### config.mk
export PLATFORM = sky130hd
export DESIGN_NAME = ipv4_dotted_quad_parser_unit
export DESIGN_NICKNAME = d
export VERILOG_FILES = /design/src/design/ipv4dq_pkg.sv /design/src/design/ipv4dq_step.sv /design/src/design/ipv4_dotted_quad_parser_unit.sv
export SDC_FILE = /design/constraint.sdc
export NUM_CORES = 1
export LEC_CHECK = 0
export BUFFER_PORTS_ARGS = -buffer_cell sky130_fd_sc_hd__buf_2
export CORE_AREA = 3 3 106 129
export DETAILED_ROUTE_END_ITERATION = 10
export DIE_AREA = 0 0 109 132
export GPL_ROUTABILITY_DRIVEN = 0
export PLACE_DENSITY_LB_ADDON = 0.12
export REMOVE_ABC_BUFFERS = 1
export SLEW_MARGIN = 20
export SYNTH_ARGS = -nofsm -noshare
export SYNTH_HDL_FRONTEND = slang
export SYNTH_SLANG_ARGS = --single-unit
### constraint.sdc
create_clock -name clk -period 3.8 [get_ports clk]
set_input_delay 0.19 -clock clk [delete_from_list [all_inputs] [get_ports clk]]
set_output_delay 0.19 -clock clk [all_outputs]
set_load 0.05 [all_outputs]
### src/design/ipv4dq_pkg.sv
`timescale 1ns / 1ps
`default_nettype none

package ipv4dq_pkg;

    // parser phase codes
    localparam logic [2:0] PH_LEAD   = 3'd0;
    localparam logic [2:0] PH_DIGITS = 3'd1;
    localparam logic [2:0] PH_NEED   = 3'd2;
    localparam logic [2:0] PH_TRAIL  = 3'd3;
    localparam logic [2:0] PH_OK     = 3'd4;
    localparam logic [2:0] PH_FAIL   = 3'd5;

    // character codes
    localparam logic [7:0] CH_NUL    = 8'h00;
    localparam logic [7:0] CH_TAB    = 8'h09;
    localparam logic [7:0] CH_LF     = 8'h0A;
    localparam logic [7:0] CH_CR     = 8'h0D;
    localparam logic [7:0] CH_SPACE  = 8'h20;
    localparam logic [7:0] CH_DOT    = 8'h2E;
    localparam logic [7:0] CH_DIGIT0 = 8'h30;
    localparam logic [7:0] CH_DIGIT9 = 8'h39;

    localparam logic [11:0] OCTET_MAX  = 12'd255;
    localparam logic [1:0]  MAX_DIGITS = 2'd3;
    localparam logic [1:0]  LAST_OCTET = 2'd3;

    typedef struct packed {
        logic [2:0]  phase;
        logic [1:0]  octet_index;
        logic [7:0]  octet_value;
        logic [1:0]  digit_count;
        logic [31:0] address_acc;
    } dq_state_t;

    localparam dq_state_t STATE_RESET = '{
        phase:       PH_LEAD,
        octet_index: 2'd0,
        octet_value: 8'd0,
        digit_count: 2'd0,
        address_acc: 32'd0
    };

endpackage

`default_nettype wire

### src/design/ipv4dq_step.sv
`timescale 1ns / 1ps
`default_nettype none

module ipv4dq_step
(
    input  wire ipv4dq_pkg::dq_state_t cur,
    input  wire logic [7:0]            ch,
    output ipv4dq_pkg::dq_state_t      nxt
);
    import ipv4dq_pkg::*;

    logic        is_digit;
    logic        space_tab;
    logic        trail_ws;
    logic [11:0] grown;
    logic [31:0] acc_shifted;

    always_comb
    begin
        is_digit    = (ch >= CH_DIGIT0) && (ch <= CH_DIGIT9);
        space_tab   = (ch == CH_SPACE) || (ch == CH_TAB);
        trail_ws    = space_tab || (ch == CH_CR) || (ch == CH_LF);
        // digit value is the low nibble for '0'..'9'
        grown       = 12'(cur.octet_value) * 12'd10 + 12'(ch[3:0]);
        acc_shifted = {cur.address_acc[23:0], cur.octet_value};
    end

    always_comb
    begin
        nxt = cur;
        unique case (cur.phase)
            PH_LEAD, PH_NEED:
            begin
                if (is_digit)
                begin
                    nxt.octet_value = {4'd0, ch[3:0]};
                    nxt.digit_count = 2'd1;
                    nxt.phase       = PH_DIGITS;
                end
                else if (!(cur.phase == PH_LEAD && space_tab))
                begin
                    nxt.phase = PH_FAIL;
                end
            end
            PH_DIGITS:
            begin
                if (is_digit)
                begin
                    if (cur.digit_count >= MAX_DIGITS || grown > OCTET_MAX)
                    begin
                        nxt.phase = PH_FAIL;
                    end
                    else
                    begin
                        nxt.octet_value = grown[7:0];
                        nxt.digit_count = cur.digit_count + 2'd1;
                    end
                end
                else if (cur.octet_index != LAST_OCTET)
                begin
                    if (ch == CH_DOT)
                    begin
                        nxt.address_acc = acc_shifted;
                        nxt.octet_index = cur.octet_index + 2'd1;
                        nxt.phase       = PH_NEED;
                    end
                    else
                    begin
                        nxt.phase = PH_FAIL;
                    end
                end
                else if (ch == CH_NUL)
                begin
                    nxt.address_acc = acc_shifted;
                    nxt.phase       = PH_OK;
                end
                else if (trail_ws)
                begin
                    nxt.address_acc = acc_shifted;
                    nxt.phase       = PH_TRAIL;
                end
                else
                begin
                    nxt.phase = PH_FAIL;
                end
            end
            PH_TRAIL:
            begin
                if (ch == CH_NUL)
                begin
                    nxt.phase = PH_OK;
                end
                else if (!trail_ws)
                begin
                    nxt.phase = PH_FAIL;
                end
            end
            default:
            begin
                nxt = cur;
            end
        endcase
    end

endmodule

`default_nettype wire

### src/design/ipv4_dotted_quad_parser_unit.sv
// strict dotted-quad ipv4 address parser
// request channel: req_valid / req_stall carry one string byte (ch) per request,
// with last set on the final byte of a string
// result channel: res_valid / res_stall carry valid_res and address, one result
// per string, issued after the request marked last
// a request is taken into an input register at its accepting edge, then parsed and
// folded into the parser state when it leaves that register, which also loads the
// result register; res_valid rises when the last request leaves the input register
// throughput is one byte per cycle while no result waits under res_stall, set by the
// single state update between the input register and the result register
// while a result waits under res_stall, a byte sitting in the input register is
// held there and req_stall is raised until the result is taken
// reset clears the parser state and both valid flags; after each string the
// parser returns to its reset state by itself
`timescale 1ns / 1ps
`default_nettype none

module ipv4_dotted_quad_parser_unit
(
    input  wire logic        clk,
    input  wire logic        rst_n,
    input  wire logic        req_valid,
    output logic             req_stall,
    input  wire logic [7:0]  ch,
    input  wire logic        last,
    output logic             res_valid,
    input  wire logic        res_stall,
    output logic             valid_res,
    output logic [31:0]      address
);
    import ipv4dq_pkg::*;

    logic        req_valid_reg;
    logic        req_valid_next;
    logic [7:0]  ch_reg;
    logic        last_reg;
    dq_state_t   state_reg;
    dq_state_t   state_next;
    dq_state_t   st_byte;
    dq_state_t   st_term;
    dq_state_t   st_final;
    logic        res_valid_reg;
    logic        res_valid_next;
    logic        valid_res_reg;
    logic [31:0] address_reg;
    logic        advance;
    logic        fire;
    logic        accept;
    logic        done;

    ipv4dq_step u_step
    (
        .cur (state_reg),
        .ch  (ch_reg),
        .nxt (st_byte)
    );

    // end of string without a nul acts as one
    ipv4dq_step u_term
    (
        .cur (st_byte),
        .ch  (CH_NUL),
        .nxt (st_term)
    );

    always_comb
    begin
        advance   = !res_valid_reg || !res_stall;
        fire      = req_valid_reg && advance;
        req_stall = req_valid_reg && !advance;
        accept    = req_valid && !req_stall;
        done      = (st_byte.phase == PH_OK) || (st_byte.phase == PH_FAIL);
        st_final  = done ? st_byte : st_term;

        req_valid_next = accept ? 1'b1 : (fire ? 1'b0 : req_valid_reg);

        state_next = state_reg;
        if (fire)
        begin
            state_next = last_reg ? STATE_RESET : st_byte;
        end

        res_valid_next = res_valid_reg;
        if (fire && last_reg)
        begin
            res_valid_next = 1'b1;
        end
        else if (advance)
        begin
            res_valid_next = 1'b0;
        end
    end

    always_ff @(posedge clk or negedge rst_n)
    begin
        if (!rst_n)
        begin
            req_valid_reg <= 1'b0;
            res_valid_reg <= 1'b0;
            state_reg     <= STATE_RESET;
        end
        else
        begin
            req_valid_reg <= req_valid_next;
            res_valid_reg <= res_valid_next;
            state_reg     <= state_next;
        end
    end

    always_ff @(posedge clk)
    begin
        if (accept)
        begin
            ch_reg   <= ch;
            last_reg <= last;
        end
        if (fire && last_reg)
        begin
            valid_res_reg <= (st_final.phase == PH_OK);
            address_reg   <= (st_final.phase == PH_OK) ? st_final.address_acc : 32'd0;
        end
    end

    assign res_valid = res_valid_reg;
    assign valid_res = valid_res_reg;
    assign address   = address_reg;

endmodule

`default_nettype wire

==> impl_metrics.yaml <==
critical_path:
  cpMostUsedCell: "ha_1"
  reg2reg_from: "state_reg[35]$_DFFE_PN0P_"
  crit_arrival_ns: 3.65
  timing.rr.end: "address[6]$_SDFFCE_PP0P_"
  cpPeakStageDelay_ns: 0.43
  required_ns: 3.89
  r2r_slack_ns: 0.23
  r2r_cells: 12
  path_max_fanout: 33
  worst_setup_path_start_kind: "flip-flop"
  crit_slowest_cell: "fa_1"
  path_class: "reg2reg"
  crit_path_end_kind: "flip-flop"
  crit_chain: "ha_1 > ha_1 > fa_1 > xor2_1 > nand3_1 > and4bb_2 > mux2i_2 > o211ai_4 > nand2_1 > mux2i_4 > buf_12 > a211oi_1"
placement:
  hpwl_um: 7530
  port_buffers: 47
  place_inst: 665
timing:
  tightestPinTransition_ns: 0.637
  period_minus_slack_ns: 3.57
  relSlewSlack: 0.575
  holdWs_ns: 0.0218
  rsz0062_at_grt: "false"
  drv_slew: 0
  max_freq_ghz: 0.280
  finalSetupViolCount: 0
  finalClockSkew_ns: 0.00866
  tns_ns: 0
  hold_viol_final: 0
  period_share: 0.938
cts:
  cts_sinks: 91
  cts_buffers: 9
  insertion_delay_ns: 0.34
  clock_path_buffers: 2
  htreeDepth: 3
  clk_pin_slew_worst_paths_ns: 0.07
  cts_resized: 0
  cts-root-buf: "clkbuf_16"
  hold_buffers: 1
  cts_tree: "yes"
  post_cts_buffers: 0
run_status:
  status: "completed"
yosys:
  yosys-mux-area-fraction: 0.0732
  synth_cells: 465
  ys_top_cells_by_area: "edfxtp_1, dfrtp_1, mux2i_1"
  synth-seq-cells: 91
  synth_xor_area_frac: 0.0105
  ys.flop_type: "dfrtp_1"
  synth_top_family_by_area: "compound AO/OA/AOI/OAI gates"
  synthArstFlopShare: 0.538
  synthSimpleGateAreaFrac: 0.153
  synth_area_per_cell_um2: 10.7
  synth_compound_area_frac: 0.177
  synth_area_um2: 4990
  synth_top_cell_area_share: 0.253
  synth_most_common_cell: "nand2_1"
  synthTopCellsByCount: "nand2_1, dfrtp_1, edfxtp_1"
  yosysWarnings: 0
  synth-edff-count: 42
  synthAdderAreaFrac: 0.0506
  ys_seq_area_frac: 0.498
  yosysTopAreaCell: "edfxtp_1"
  ys_types: 64
min_path:
  whs_path_depth: 1
  min_from: "ch[2]"
  worst_hold_path.endpoint: "ch_reg[2]$_DFFE_PP_"
  hold_class: "in2reg"
global_route:
  grt_usage: 0.163
  grt_overflow_total: 0
  grt_pass1_wl_um: 18600
  grt_max_degree: 43
  grt_pass1_vias: 3591
  grt_antenna_before_repair: 0
detailed_routing:
  routed-via-count: 3742
  via_per_inst: 5.49
  ant_nets: 0
  dr.pass1.iters: 4
  first_iter_violations: 204
  remaining_drc_errors: 0
  routed_wl_um: 11200
  avgRoutedWirePerCell_um: 16.4
floorplan:
  io-pin-count: 48
  fp.dieW_um: 109
  die_area_um2: 14400
  initial_core_util: 0.398
  die_height_um: 132
  coreArea_um2: 12600
  num_rows: 45
layout:
  largest_reg_flops: 47
  nets: 545
  final_util: 0.461
  drive_gt1_frac: 0.190
  diodes: 0
  num-fill-cells: 1191
  areaGrowthSynthToFinish_pct: 15.9
  final_cells: 681
power:
  power_density_nw_per_um2: 440
  p_leak_nw: 2.54
  ir_drop_mv: 0.211
  power_mw: 2.54
flow_run:
  maxCapViolCount: 0
==> placed cells by master (no fill, tap or decap), drive strengths merged, types with 7 or more instances in the layout <==
master  netlist  final
nor2         35     35
a22oi        34     34
edfxtp       42     42
a21o          7      7
nand2        60     60
dfrtp        49     49
nand3        10     10
o21ai        42     42
clkbuf        9     10
ha           17     17
a211oi       10     10
inv          12     13
buf          14     59
a21oi        17     17
mux2i        29     29
==> metrics by stage <==
stage	setup slack, ns	instance area [µm²]
after global routing	0.0171	5780
after CTS	0.207	5780
final	0.234	5780
after global placement	0.290	5450
after floorplan	-0.343	4850
after detailed placement	0.216	5450
==> worst max-delay path: cells and delay by family (launching register included) <==
kind	cells	cell delay [ns]
AO/OA/AOI/OAI	2	0.26
XOR/XNOR	1	0.25
adder cells (fa/ha/maj)	3	0.97
buffers and inverters	1	0.22
flip-flops	1	0.38
multiplexers	2	0.61
AND/OR/NAND/NOR	3	0.62
==> metal layers <==
layer,GRT usage,part of all wire,wire [µm],vias up
li1,-,-,-,1817
met1,0.211,0.44,4950,1825
met2,0.269,0.49,5510,85
met3,0.0323,0.045,500,15
met4,0.0561,0.017,195,0
met5,0,0,0,-
==> worst max path at each step <==
| stage | from | to | slack (ns) | cells past startpoint |
|---|---|---|---|---|
| after global placement | state_reg[35]$_DFFE_PN0P_ | address[1]$_SDFFCE_PP0P_ | 0.29 | 12 |
| after global routing | state_reg[35]$_DFFE_PN0P_ | address[6]$_SDFFCE_PP0P_ | 0.02 | 12 |
| final | state_reg[35]$_DFFE_PN0P_ | address[6]$_SDFFCE_PP0P_ | 0.23 | 12 |
| after detailed placement | state_reg[35]$_DFFE_PN0P_ | address[6]$_SDFFCE_PP0P_ | 0.22 | 12 |
| after floorplan | state_reg[35]$_DFFE_PN0P_ | address[10]$_SDFFCE_PP0P_ | -0.34 | 11 |
| after CTS | state_reg[35]$_DFFE_PN0P_ | address[1]$_SDFFCE_PP0P_ | 0.21 | 12 |
==> cell families after synthesis <==
kind of cell,after synthesis
compound gates,132
xor+xnor,6
fa+ha+maj,19
buf+inv,35
flops,91
mux,35
simple gates,147
==> final cells by class <==
cell class	count	area (µm²)	area share
sequential	91	2490	0.430
tap	164	205	0.0355
multi-input combinational	339	2330	0.404
clock inverter	5	86.3	0.0149
timing repair buffer	60	385	0.0666
inverter	12	45.0	0.00779
clock buffer	10	239	0.0413
==> where the power goes <==
group          total (mW)  internal, mW  leakage (nW)  switching, mW
Sequential           1.12          1.08          1.08         0.0405
Clock               0.983         0.596         0.159          0.388
Combinational       0.442         0.138          1.30          0.304
Power figures use the tool's default switching activity.
